$ cat src/design/mpsf_pkg.sv
`default_nettype none
// ----------------------------------------------------------------------------
// mpsf_pkg
// shared types, codes and constants of the multi-protocol serial framer
// ----------------------------------------------------------------------------
package mpsf_pkg;

    localparam int NMEA_MAX_BYTES    = 512;
    localparam int UBX_PAYLOAD_BYTES = 92;
    localparam int BINARY_MAX_LEN    = 512;
    localparam int A5_MAX_LEN        = 64;

    localparam int POS_W = 10;

    localparam logic [2:0] PROTO_NMEA        = 3'd0;
    localparam logic [2:0] PROTO_WIND        = 3'd1;
    localparam logic [2:0] PROTO_UBX_PVT     = 3'd2;
    localparam logic [2:0] PROTO_STX_RADIO   = 3'd3;
    localparam logic [2:0] PROTO_A5_RADIO    = 3'd4;
    localparam logic [2:0] PROTO_BINARY      = 3'd5;
    localparam logic [2:0] PROTO_PASSTHROUGH = 3'd6;

    localparam logic [1:0] STATUS_OK       = 2'd0;
    localparam logic [1:0] STATUS_ABORTED  = 2'd1;
    localparam logic [1:0] STATUS_CHECKSUM = 2'd2;
    localparam logic [1:0] STATUS_FILTERED = 2'd3;

    localparam logic [0:0] REG_PASSTHROUGH_MODE   = 1'd0;
    localparam logic [0:0] REG_WIND_SENSOR_ENABLE = 1'd1;

    typedef struct packed {
        logic       passthrough_mode;
        logic       wind_sensor_enable;
    } cfg_t;

    typedef struct packed {
        logic [1:0] status;
        logic       frame_end;
        logic [2:0] protocol;
        logic       has_data;
        logic [7:0] out_byte;
    } res_t;

    typedef struct packed {
        logic [1:0] count;
        res_t       r1;
        res_t       r0;
    } parse_out_t;

    // wind sensor frame length by id character, zero for no id
    function automatic logic [3:0] wind_len(input logic [7:0] c);
        logic [3:0] len;
        case (c)
            8'h41:   len = 4'd10;
            8'h44:   len = 4'd15;
            8'h4d:   len = 4'd7;
            8'h53:   len = 4'd7;
            8'h57:   len = 4'd12;
            8'h61:   len = 4'd10;
            8'h64:   len = 4'd15;
            8'h77:   len = 4'd12;
            default: len = 4'd0;
        endcase
        return len;
    endfunction

endpackage
`default_nettype wire

$ cat src/design/mpsf_parser.sv
`default_nettype none
// ----------------------------------------------------------------------------
// mpsf_parser
// byte-wise frame recognizer: parse state and up to two results per byte
// ----------------------------------------------------------------------------
module mpsf_parser (
    input  wire logic               aclk,
    input  wire logic               aresetn,
    input  wire mpsf_pkg::cfg_t     cfg,
    input  wire logic               in_valid,
    input  wire logic [7:0]         in_byte,
    output mpsf_pkg::parse_out_t    out
);
    import mpsf_pkg::*;

    localparam logic [4:0] S_SYNC        = 5'd0;
    localparam logic [4:0] S_NMEA        = 5'd1;
    localparam logic [4:0] S_WIND        = 5'd2;
    localparam logic [4:0] S_UBX_PRE2    = 5'd3;
    localparam logic [4:0] S_UBX_CLASS   = 5'd4;
    localparam logic [4:0] S_UBX_ID      = 5'd5;
    localparam logic [4:0] S_UBX_LEN1    = 5'd6;
    localparam logic [4:0] S_UBX_LEN2    = 5'd7;
    localparam logic [4:0] S_UBX_PAYLOAD = 5'd8;
    localparam logic [4:0] S_UBX_CKA     = 5'd9;
    localparam logic [4:0] S_UBX_CKB     = 5'd10;
    localparam logic [4:0] S_STX_CMD     = 5'd11;
    localparam logic [4:0] S_STX_DATA    = 5'd12;
    localparam logic [4:0] S_A5_PROTID   = 5'd13;
    localparam logic [4:0] S_A5_LEN      = 5'd14;
    localparam logic [4:0] S_A5_DATA     = 5'd15;
    localparam logic [4:0] S_BIN_LEN1    = 5'd16;
    localparam logic [4:0] S_BIN_LEN2    = 5'd17;
    localparam logic [4:0] S_BIN_DATA    = 5'd18;

    logic [4:0]       state_reg, state_next;
    logic [POS_W-1:0] pos_reg, pos_next;
    logic [POS_W-1:0] exp_len_reg, exp_len_next;
    logic [7:0]       len_low_reg, len_low_next;
    logic [7:0]       sum_a_reg, sum_a_next;
    logic [7:0]       sum_b_reg, sum_b_next;
    logic [7:0]       rx_ck_a_reg, rx_ck_a_next;
    logic [7:0]       sensor_id_reg, sensor_id_next;
    logic             dollar_reg, dollar_next;
    logic             open_reg, open_next;

    logic [2:0]       kind;
    logic [7:0]       c;
    logic [7:0]       sum_a_add;
    logic [7:0]       sum_b_add;
    logic [POS_W-1:0] pos_inc;
    logic [3:0]       wlen;
    logic             nmea_char;
    logic             is_term;
    logic [15:0]      bin_len;
    res_t             abort_res;

    always_comb begin
        case (state_reg)
            S_NMEA: kind = PROTO_NMEA;
            S_WIND: kind = PROTO_WIND;
            S_UBX_PRE2, S_UBX_CLASS, S_UBX_ID, S_UBX_LEN1, S_UBX_LEN2,
            S_UBX_PAYLOAD, S_UBX_CKA, S_UBX_CKB: kind = PROTO_UBX_PVT;
            S_STX_CMD, S_STX_DATA: kind = PROTO_STX_RADIO;
            S_A5_PROTID, S_A5_LEN, S_A5_DATA: kind = PROTO_A5_RADIO;
            default: kind = PROTO_BINARY;
        endcase
    end

    assign c         = in_byte;
    assign sum_a_add = sum_a_reg + c;
    assign sum_b_add = sum_b_reg + sum_a_add;
    assign pos_inc   = pos_reg + POS_W'(1);
    assign wlen      = wind_len(c);
    assign is_term   = (c == 8'h0d) || (c == 8'h0a);
    assign nmea_char = ((c >= 8'h20) && (c <= 8'h7e)) || is_term;
    assign bin_len   = {c, len_low_reg};

    always_comb begin
        abort_res = '0;
        abort_res.protocol  = kind;
        abort_res.frame_end = 1'b1;
        abort_res.status    = STATUS_ABORTED;
    end

    always_comb begin
        state_next     = state_reg;
        pos_next       = pos_reg;
        exp_len_next   = exp_len_reg;
        len_low_next   = len_low_reg;
        sum_a_next     = sum_a_reg;
        sum_b_next     = sum_b_reg;
        rx_ck_a_next   = rx_ck_a_reg;
        sensor_id_next = sensor_id_reg;
        dollar_next    = dollar_reg;
        open_next      = open_reg;
        out            = '0;

        if (cfg.passthrough_mode) begin
            out.r0.out_byte  = c;
            out.r0.has_data  = 1'b1;
            out.r0.protocol  = PROTO_PASSTHROUGH;
            out.r0.frame_end = 1'b1;
            out.r0.status    = STATUS_OK;
            out.count        = 2'd1;
            if (open_reg) begin
                out.r1    = out.r0;
                out.r0    = abort_res;
                out.count = 2'd2;
            end
            state_next = S_SYNC;
            pos_next   = '0;
            open_next  = 1'b0;
        end else begin
            // default: pass the byte through as part of the current frame
            out.r0.out_byte = c;
            out.r0.has_data = 1'b1;
            out.r0.protocol = kind;
            out.count       = 2'd1;
            case (state_reg)
                S_SYNC: begin
                    out.count = 2'd1;
                    open_next = 1'b1;
                    pos_next  = POS_W'(1);
                    if (c == 8'h24 || c == 8'h21) begin
                        dollar_next        = (c == 8'h24);
                        state_next         = S_NMEA;
                        out.r0.protocol    = PROTO_NMEA;
                    end else if (c == 8'hb5) begin
                        sum_a_next      = '0;
                        sum_b_next      = '0;
                        state_next      = S_UBX_PRE2;
                        pos_next        = '0;
                        out.r0.protocol = PROTO_UBX_PVT;
                    end else if (c == 8'h02) begin
                        state_next      = S_STX_CMD;
                        out.r0.protocol = PROTO_STX_RADIO;
                    end else if (c == 8'ha5) begin
                        state_next      = S_A5_PROTID;
                        out.r0.protocol = PROTO_A5_RADIO;
                    end else if (c == 8'h73) begin
                        state_next      = S_BIN_LEN1;
                        out.r0.protocol = PROTO_BINARY;
                    end else begin
                        out.count = 2'd0;
                        out.r0    = '0;
                        open_next = open_reg;
                        pos_next  = pos_reg;
                    end
                end
                S_NMEA: begin
                    if (!nmea_char) begin
                        out.r0 = abort_res;
                    end else if (pos_reg == POS_W'(1) && dollar_reg &&
                                 cfg.wind_sensor_enable && wlen != 4'd0) begin
                        exp_len_next    = POS_W'(wlen);
                        sensor_id_next  = c;
                        state_next      = S_WIND;
                        pos_next        = POS_W'(2);
                        out.r0.protocol = PROTO_WIND;
                    end else if (pos_reg >= POS_W'(NMEA_MAX_BYTES - 1)) begin
                        out.r0 = abort_res;
                    end else if (is_term) begin
                        out.r0.out_byte  = 8'h0d;
                        out.r1.out_byte  = 8'h0a;
                        out.r1.has_data  = 1'b1;
                        out.r1.protocol  = PROTO_NMEA;
                        out.r1.frame_end = 1'b1;
                        out.r1.status    = STATUS_OK;
                        out.count        = 2'd2;
                    end else begin
                        pos_next = pos_inc;
                    end
                end
                S_WIND: begin
                    pos_next = pos_inc;
                    if (pos_inc >= exp_len_reg) begin
                        out.r0.frame_end = 1'b1;
                        out.r0.status = (sensor_id_reg == 8'h53 || sensor_id_reg == 8'h57 ||
                                         sensor_id_reg == 8'h77) ? STATUS_OK
                                                                 : STATUS_FILTERED;
                    end
                end
                S_UBX_PRE2: begin
                    if (c != 8'h62) out.r0 = abort_res;
                    else state_next = S_UBX_CLASS;
                end
                S_UBX_CLASS: begin
                    if (c != 8'h01) begin
                        out.r0 = abort_res;
                    end else begin
                        sum_a_next = sum_a_add;
                        sum_b_next = sum_b_add;
                        state_next = S_UBX_ID;
                    end
                end
                S_UBX_ID: begin
                    if (c != 8'h07) begin
                        out.r0 = abort_res;
                    end else begin
                        sum_a_next = sum_a_add;
                        sum_b_next = sum_b_add;
                        state_next = S_UBX_LEN1;
                    end
                end
                S_UBX_LEN1: begin
                    sum_a_next = sum_a_add;
                    sum_b_next = sum_b_add;
                    state_next = S_UBX_LEN2;
                end
                S_UBX_LEN2: begin
                    sum_a_next = sum_a_add;
                    sum_b_next = sum_b_add;
                    pos_next   = '0;
                    state_next = S_UBX_PAYLOAD;
                end
                S_UBX_PAYLOAD: begin
                    sum_a_next = sum_a_add;
                    sum_b_next = sum_b_add;
                    pos_next   = pos_inc;
                    if (pos_inc >= POS_W'(UBX_PAYLOAD_BYTES)) state_next = S_UBX_CKA;
                end
                S_UBX_CKA: begin
                    rx_ck_a_next = c;
                    state_next   = S_UBX_CKB;
                end
                S_UBX_CKB: begin
                    out.r0.frame_end = 1'b1;
                    out.r0.status = (rx_ck_a_reg == sum_a_reg && c == sum_b_reg) ?
                                    STATUS_OK : STATUS_CHECKSUM;
                end
                S_STX_CMD: begin
                    if (c == 8'h55 || c == 8'h52 || c == 8'h41) begin
                        exp_len_next = (c == 8'h41) ? POS_W'(5) : POS_W'(12);
                        pos_next     = POS_W'(2);
                        state_next   = S_STX_DATA;
                    end else if (c == 8'h43 || c == 8'h4f || c == 8'h6f) begin
                        out.r0.frame_end = 1'b1;
                        out.r0.status    = STATUS_OK;
                    end else begin
                        out.r0 = abort_res;
                    end
                end
                S_STX_DATA: begin
                    pos_next = pos_inc;
                    if (pos_inc > exp_len_reg) out.r0.frame_end = 1'b1;
                end
                S_A5_PROTID: begin
                    if (c != 8'h14) begin
                        out.r0 = abort_res;
                    end else begin
                        pos_next   = POS_W'(2);
                        state_next = S_A5_LEN;
                    end
                end
                S_A5_LEN: begin
                    if (c >= 8'(A5_MAX_LEN)) begin
                        out.r0 = abort_res;
                    end else begin
                        exp_len_next = POS_W'(c);
                        pos_next     = POS_W'(3);
                        state_next   = S_A5_DATA;
                    end
                end
                S_A5_DATA: begin
                    pos_next = pos_inc;
                    if (pos_inc > exp_len_reg + POS_W'(5)) out.r0.frame_end = 1'b1;
                end
                S_BIN_LEN1: begin
                    len_low_next = c;
                    pos_next     = POS_W'(2);
                    state_next   = S_BIN_LEN2;
                end
                S_BIN_LEN2: begin
                    if (bin_len > 16'(BINARY_MAX_LEN)) begin
                        out.r0 = abort_res;
                    end else begin
                        exp_len_next = bin_len[POS_W-1:0];
                        pos_next     = POS_W'(3);
                        state_next   = S_BIN_DATA;
                    end
                end
                S_BIN_DATA: begin
                    pos_next = pos_inc;
                    if (pos_inc > exp_len_reg) out.r0.frame_end = 1'b1;
                end
                default: begin
                    out.count = 2'd0;
                    out.r0    = '0;
                    state_next = S_SYNC;
                    pos_next   = '0;
                    open_next  = 1'b0;
                end
            endcase
            // any frame end or abort returns to sync
            if (state_reg != S_SYNC && out.count != 2'd0 &&
                (out.r0.frame_end || out.r1.frame_end)) begin
                state_next = S_SYNC;
                pos_next   = '0;
                open_next  = 1'b0;
            end
        end
    end

    always_ff @(posedge aclk) begin
        if (!aresetn) begin
            state_reg     <= S_SYNC;
            pos_reg       <= '0;
            exp_len_reg   <= '0;
            len_low_reg   <= '0;
            sum_a_reg     <= '0;
            sum_b_reg     <= '0;
            rx_ck_a_reg   <= '0;
            sensor_id_reg <= '0;
            dollar_reg    <= 1'b0;
            open_reg      <= 1'b0;
        end else if (in_valid) begin
            state_reg     <= state_next;
            pos_reg       <= pos_next;
            exp_len_reg   <= exp_len_next;
            len_low_reg   <= len_low_next;
            sum_a_reg     <= sum_a_next;
            sum_b_reg     <= sum_b_next;
            rx_ck_a_reg   <= rx_ck_a_next;
            sensor_id_reg <= sensor_id_next;
            dollar_reg    <= dollar_next;
            open_reg      <= open_next;
        end
    end

endmodule
`default_nettype wire

$ cat src/design/mpsf_out_fifo.sv
`default_nettype none
// ----------------------------------------------------------------------------
// mpsf_out_fifo
// four-entry result queue, takes up to two results per cycle, drains one
// ----------------------------------------------------------------------------
module mpsf_out_fifo (
    input  wire logic                 aclk,
    input  wire logic                 aresetn,
    input  wire logic                 push,
    input  wire mpsf_pkg::parse_out_t push_data,
    output logic                      room,
    output logic                      out_valid,
    input  wire logic                 out_ready,
    output mpsf_pkg::res_t            out_data
);
    import mpsf_pkg::*;

    res_t       mem_reg [4];
    logic [1:0] wr_ptr_reg, wr_ptr_next;
    logic [1:0] rd_ptr_reg, rd_ptr_next;
    logic [2:0] count_reg, count_next;
    logic [1:0] push_n;
    logic       pop;

    assign push_n    = push ? push_data.count : 2'd0;
    assign pop       = out_valid && out_ready;
    assign out_valid = (count_reg != 3'd0);
    assign out_data  = mem_reg[rd_ptr_reg];
    assign room      = (count_reg <= 3'd2);

    always_comb begin
        wr_ptr_next = wr_ptr_reg + push_n;
        rd_ptr_next = rd_ptr_reg + {1'b0, pop};
        count_next  = count_reg + {1'b0, push_n} - {2'b00, pop};
    end

    always_ff @(posedge aclk) begin
        if (push_n != 2'd0) mem_reg[wr_ptr_reg] <= push_data.r0;
        if (push_n == 2'd2) mem_reg[wr_ptr_reg + 2'd1] <= push_data.r1;
    end

    always_ff @(posedge aclk) begin
        if (!aresetn) begin
            wr_ptr_reg <= '0;
            rd_ptr_reg <= '0;
            count_reg  <= '0;
        end else begin
            wr_ptr_reg <= wr_ptr_next;
            rd_ptr_reg <= rd_ptr_next;
            count_reg  <= count_next;
        end
    end

endmodule
`default_nettype wire

$ cat src/design/multi_protocol_serial_framer.sv
`default_nettype none
// ----------------------------------------------------------------------------
// multi_protocol_serial_framer
// Serial byte framer for NMEA, wind sensor, UBX NAV-PVT, STX, 0xA5 and 0x73
// frames. One received byte per s_ transaction; frame bytes leave on m_ with
// the frame kind in tuser and tlast on the last result of a frame or abort.
// Usage:
//   - cfg_wr_en writes cfg_wdata to register cfg_index (0 passthrough_mode,
//     1 wind_sensor_enable) at the clock edge; write only while idle.
//   - A byte is parsed in the cycle it is accepted; its results are
//     registered into a four-entry output queue and offered on m_ from
//     the head of that queue.
//   - Throughput is one byte per cycle while s_tready is high. An NMEA
//     terminator (CR LF) and an abort ahead of a passthrough byte give two
//     results, one per m_ transfer; the queue depth sets how far s_ runs ahead.
//   - s_tready is high while the queue has room for two results, so an
//     m_ stall lets up to four results collect before s_ stalls.
//   - Reset returns the parser to wait-for-sync, clears both registers
//     and empties the queue.
// ----------------------------------------------------------------------------
module multi_protocol_serial_framer (
    input  wire logic       aclk,
    input  wire logic       aresetn,
    input  wire logic       cfg_wr_en,
    input  wire logic [0:0] cfg_index,
    input  wire logic [0:0] cfg_wdata,
    input  wire logic       s_tvalid,
    output logic            s_tready,
    input  wire logic [7:0] s_tdata,   // [7:0] data_byte
    output logic            m_tvalid,
    input  wire logic       m_tready,
    output logic [7:0]      m_tdata,   // [7:0] out_byte
    output logic [5:0]      m_tuser,   // [0] has_data, [3:1] protocol, [5:4] status
    output logic            m_tlast    // frame_end
);
    import mpsf_pkg::*;

    cfg_t       cfg_reg;
    logic       in_accept;
    parse_out_t parse_out;
    res_t       head;

    always_ff @(posedge aclk) begin
        if (!aresetn) begin
            cfg_reg <= '0;
        end else if (cfg_wr_en) begin
            case (cfg_index)
                REG_PASSTHROUGH_MODE:   cfg_reg.passthrough_mode   <= cfg_wdata[0];
                REG_WIND_SENSOR_ENABLE: cfg_reg.wind_sensor_enable <= cfg_wdata[0];
                default: ;
            endcase
        end
    end

    assign in_accept = s_tvalid && s_tready;

    mpsf_parser u_parser (
        .aclk     (aclk),
        .aresetn  (aresetn),
        .cfg      (cfg_reg),
        .in_valid (in_accept),
        .in_byte  (s_tdata),
        .out      (parse_out)
    );

    mpsf_out_fifo u_out_fifo (
        .aclk      (aclk),
        .aresetn   (aresetn),
        .push      (in_accept),
        .push_data (parse_out),
        .room      (s_tready),
        .out_valid (m_tvalid),
        .out_ready (m_tready),
        .out_data  (head)
    );

    assign m_tdata = head.out_byte;
    assign m_tuser = {head.status, head.protocol, head.has_data};
    assign m_tlast = head.frame_end;

endmodule
`default_nettype wire

$ cat config.mk
export PLATFORM = sky130hd
export DESIGN_NAME = multi_protocol_serial_framer
export DESIGN_NICKNAME = d
export VERILOG_FILES = /design/src/design/mpsf_pkg.sv /design/src/design/mpsf_parser.sv /design/src/design/mpsf_out_fifo.sv /design/src/design/multi_protocol_serial_framer.sv
export SDC_FILE = /design/constraint.sdc
export NUM_CORES = 1
export LEC_CHECK = 0
export BUFFER_PORTS_ARGS = -buffer_cell sky130_fd_sc_hd__buf_2
export CORE_MARGIN = 5
export CORE_UTILIZATION = 28
export CTS_CLUSTER_SIZE = 8
export DETAILED_ROUTE_END_ITERATION = 7
export PLACE_DENSITY = 0.52
export SYNTH_ARGS = -nofsm -noshare
export SYNTH_HDL_FRONTEND = slang
export SYNTH_SLANG_ARGS = --single-unit
$ cat constraint.sdc
create_clock -name aclk -period 6.3 [get_ports aclk]
set_input_delay 0.315 -clock aclk [delete_from_list [all_inputs] [get_ports aclk]]
set_output_delay 0.315 -clock aclk [all_outputs]
set_load 0.03 [all_outputs]
## After elaboration in Yosys (flattened, before gate mapping)

Memory sizes are Yosys's and may differ from the RTL's. A register that Yosys moved wholly into a read port is not among the register bits.
Index checks and enable logic that the tools add are counted.

- Add/sub/neg operators: 9
- Order comparisons: 10
- Equal/unequal tests: 75
- Mux-type cells: 116
- Bitwise logic cells: 2
- Reductions and logical operators: 50

Operators with widths:

| kind | number |
|---|---|
| 10-bit 2-to-1 mux | 20 |
| 8-bit by 7-bit == test with 1-bit output, second input constant | 17 |
| 12-bit case mux with 10 select lines | 1 |
| 14-bit 2-to-1 mux | 7 |
| 10-bit case mux with 9 select lines | 1 |
| 5-bit 2-to-1 mux | 17 |
| 5-bit case mux with 15 select lines | 1 |
| 32-bit 2-to-1 mux | 2 |
| 8-bit 2-to-1 mux | 8 |
| 8-bit case mux with 4 select lines | 2 |
| 9-bit 2-to-1 mux | 7 |
| 17-bit 2-to-1 mux | 3 |
| 15-bit 2-to-1 mux | 3 |
| 5-bit by 4-bit == test with 1-bit output, second input constant | 8 |
| 10-bit case mux with 4 select lines | 1 |
| 3-bit 2-to-1 mux | 8 |
| 4-bit inequality test, second input constant | 6 |
| 5-bit by 3-bit == test with 1-bit output, second input constant | 4 |
| 10-bit greater-than comparator | 2 |
| 2-bit 2-to-1 mux | 10 |
| 20-bit 2-to-1 mux | 1 |
| 2-bit case mux with 10 select lines | 1 |
| 18-bit OR reduction | 1 |
| 17-bit OR reduction | 1 |
| 65 further kinds | 130 |

- Register bits after elaboration: 76
- Memory bits (writable): 60
- Memory bits (read-only): 48
- Bits of input ports: 15
- Output and inout port bits: 17
- Logic and storage cells: 279
- Memories kept: 2

Memory list:

| name | depth | bits a word | rd ports | clocked after memory_dff | wr ports | RTL line | source |
|---|---|---|---|---|---|---|---|
| u_out_fifo.mem_reg | 4 | 15 | 1 | 1 | 2 | mpsf_out_fifo.sv:18 | `res_t mem_reg [4];` |
| (no name shown) | 16 | 3 | 1 | 1 | 0 | mpsf_parser.sv:59 | `case (state_reg)` |

## Depth between registers and ports, before layout

- Depth after elaboration: 16
- Mapped depth: 17

## Hierarchy

Synthesis repeated with hierarchy kept, for this count alone.

- Cell total of the unflattened synthesis: 1,076
- Area total of the unflattened synthesis: 9,841.9 µm²

By module, submodules not included:

| module | times used | cells an instance | area an instance (µm²) |
|---|---|---|---|
| mpsf_parser | 1 | 866 | 6,389.9 |
| mpsf_out_fifo | 1 | 200 | 3,364.5 |
| multi_protocol_serial_framer | 1 | 10 | 87.6 |

## Least setup slack after synthesis

No wires, ideal clock.

- Path type: flip-flop to flip-flop
- Start: register u_parser.pos_reg[0]
- End: register with a tool-made name
- Arrival: 3.670 ns
- Path slack: 2.568 ns
- Cell stages (with the launch flop): 17
- Period minus slack after synthesis: 3.732 ns
- Cell sequence: dfxtp_1 ha_1 nand4_1 nor2_1 xor2_1 ha_1 o21ai_0 nor2_1 a2111o_1 a211oi_2 and3_1 buf_6 nand3_4 buf_6 o31a_4 or4_1 nand3_1

RTL lines:

| element | RTL line | source |
|---|---|---|
| from (decl) | mpsf_parser.sv:37 | `logic [POS_W-1:0] pos_reg, pos_next;` |
| from (signal assigned) | mpsf_parser.sv:319 | `pos_reg <= pos_next;` |

==> metrics.md <==
| Metric | Value |
|---|---|
| Largest register FFs | 60 |
| Sw Share | 31.3% |
| Via density | 5.45 |
| Non-filler cells, final | 1536 |
| Core footprint | 32700 um2 |
| Clk sinks | approximately 140 |
| Fillers | approximately 3500 |
| Comb pwr share | 19.3% |
| Tightest Pin Transition | 0.909 ns |
| Number of setup buffers added after CTS | 0 |
| Post-synthesis sequential area ratio | about a third |
| Placer Congestion | 0.918 |
| Routed Antenna Nets | 0 |
| Initial antenna violation count | 0 |
| CP Launch Type | flop |
| Synth Instances | 1089 |
| DR pass1 iterations | 5 |
| Mapped cell area | 9340 um2 |
| H-tree depth | 4 |
| Slew Viols, Final | 0 |
| Worst hold path depth | 3 |
| Relative max-transition margin | 39.2% |
| First-pass GRT wire length | 45400 um |
| CTS tree | done |
| Critical path peak fanout | 11 |
| Total grt overflow | 0 |
| Worst-path clk slew | about 0.070 ns |
| DPL Wire Length | 20200 um |
| Vias in the first global route | 8096 |
| Top cell type by total area after synthesis | dfxtp_1 |
| Rows | 66 |
| Synthesis warning total | 0 |
| Post-synth ARST share | 0% |
| Nets | 1140 |
| DIE HEIGHT | a little under 200 um |
| Final Setup Violations | 0 |
| Register share of total power | just over 40% |
| CTS Hold Bufs | 0 |
| WHS Endpoint | cfg_reg[1] |
| Syn Area/Cell | 8.58 um2 |
| Max_cap viols | 0 |
| Top FF cell, synth | dfxtp_1 |
| Share of cells above drive strength 1 | 10.1% |
| Psw | ~750 uW |
| Placed cell count | roughly 1500 |
| RSZ-0062 raised after global routing | false |
| Synth top area share | 19.5% |
| Final hold vios | 0 |
| Worst r2r path cells | 14 |
| Number of synthesized flops with an enable pin | 48 |
| Port Buffers | 31 |
| Final Cycle Share | between 70% and 80% |
| Most common cell after layout, fill and taps aside | nor2_1 |
| Unique masters post-synth | 90 |
| P&R area growth vs syn | 11.4% |
| Crit path kind | reg -> reg |
| Global-route usage over all layers | 15.5% |
| Setup Skew | 0.0135 ns |
| Die W | 193 um |
| Minimum clock period after layout | 4.41 ns |
| Initial Utilization | 28.6% |
| Resized Gates After CTS | 0 |
| Pint | 1.65 mW |
| Clock Path Buffers | 2 |
| Clk_lat worst skew | about 0.45 ns |
| Register area | 3260 um2 |
| Root Buffer | clkbuf_16 |
| Total Wirelength | about 28000 um |
| Top cells by area, synth | dfxtp_1, edfxtp_1, nor2_1 |
| Area of the multi-input gates | 5650 um2 |
| Register bit total from synthesis | 139 |
| WP data required | around 6.7 ns |
| Total clock buffers created by CTS | 17 |
| Initial DRC count | 701 |
| Setup_tns | 0 ns |
| Endpoint class of the critical path | flop |
| CP Data Arrival Time | 4.80 ns |
| Outcome | complete, no violations |
| DRC viols | 0 |
| Power share of the clock group | between 40% and 50% |
| Worst vdd ir | 0.183 mV |
| PD cells | 231 nW/um2 |
| Largest net degree at the start of global routing | 74 |
| Die ar. | roughly 37000 um2 |
| Most frequent cells in the layout | nor2_1, dfxtp_1, nand2_1 |
| Hold Path Class | in -> reg |
| Syn_nets | approximately 1100 |
| FF-to-FF Start | u_parser.pos_reg[0] |
| Fmax | between 200 and 250 MHz |
| Hold_sp | cfg_wdata |
| P_leak | 3.80 nW |
| Via count | 8378 |
| N_diodes | 0 |
| IO Pins | 32 |
| Reg2reg setup slack | 1.89 ns |
| Per-cell routed wire length | 18.4 um |
==> metrics by stage <==
step	hold slack, ns	total power, mW	instance area, um2	util, %	worst slack (ns)
2_1_floorplan	0.387	1.33	9340	-	2.57
6_report	0.143	2.40	10400	31.8	1.89
5_1_grt	0.167	2.51	10400	31.8	1.67
3_3_place_gp	0.425	1.46	9840	30.1	2.05
4_1_cts	0.127	2.43	10400	31.8	1.95
3_5_place_dp	0.424	1.46	9840	30.1	2.00
==> per-layer routing <==
layer / vias up / track usage (%) / share of wire [%]
met5: - / 0 / 0
met4: 0 / 5.92 / 3.1
met3: 60 / 2.71 / 4.7
met2: 291 / 24.3 / 46
met1: 3995 / 21.1 / 46
li1: 4032 / - / -
==> logic make-up after synthesis <==
| logic type | synth area share, % |
|---|---|
| simple gates | 22.9 |
| flops | 34.9 |
| compound gates | 19.8 |
| fa+ha+maj | 6.14 |
| buf+inv | 4.66 |
| mux | 6.64 |
| xor+xnor | 4.97 |
==> critical path: stages (launching register included) <==
cell and delay (ns):
dfxtp_1 0.48, ha_1 0.30, nand4_1 0.20, nor2_1 0.26, xor2_1 0.31, ha_1 0.30
o21ai_0 0.21, nor2_1 0.06, a2111o_1 0.40, a211oi_2 0.21, and3_1 0.36, nand3_4 0.22
o311a_2 0.44, or4_1 0.52, nand3_1 0.08
==> power by group through the flow <==
stage	Combinational (mW)	Sequential, mW	Clock (mW)
2_1_floorplan	0.352	0.978	0
3_3_place_gp	0.466	0.989	0
3_5_place_dp	0.468	0.989	0
4_1_cts	0.469	0.970	0.994
5_1_grt	0.506	0.973	1.03
6_report	0.463	0.970	0.969
==> Yosys cell counts, types with 8 or more instances <==
library cell,instances
mux4_2,15
clkbuf_1,50
xor2_1,26
nor2b_1,16
nor4_1,9
nand4_1,17
inv_1,33
a31oi_1,11
nand2_1,83
nand3_1,45
buf_2,9
and3_1,11
and2_1,11
or3_1,8
xnor2_1,27
a21oi_1,62
ha_1,41
mux2i_1,26
a211oi_1,20
o22ai_1,43
nor2_1,138
edfxtp_1,48
nand2b_1,14
a22oi_1,16
nor3_1,24
o21ai_0,55
dfxtp_1,91
==> worst max-delay path by stage <==
stage	startpoint	end	slack [ns]	cells after the start
2_1_floorplan	u_parser.pos_reg[0]	flop	2.57	16
3_3_place_gp	u_parser.pos_reg[0]	flop	2.05	14
3_5_place_dp	u_parser.pos_reg[0]	flop	2.00	14
4_1_cts	u_parser.pos_reg[0]	flop	1.95	14
5_1_grt	u_parser.pos_reg[0]	flop	1.67	14
6_report	u_parser.pos_reg[0]	flop	1.89	14
==> area by class of cell <==
| class | count | share of cell area, % |
|---|---|---|
| well taps | 442 | 5.32 |
| clock buffers | 19 | 4.37 |
| inverters | 34 | 1.23 |
| repair buffers | 44 | 2.43 |
| clock inverters | 13 | 0.986 |
| flip-flops and latches | 139 | 31.4 |
| multi-input cells | 845 | 54.3 |
No activity file was read; power rests on OpenSTA's default activity.
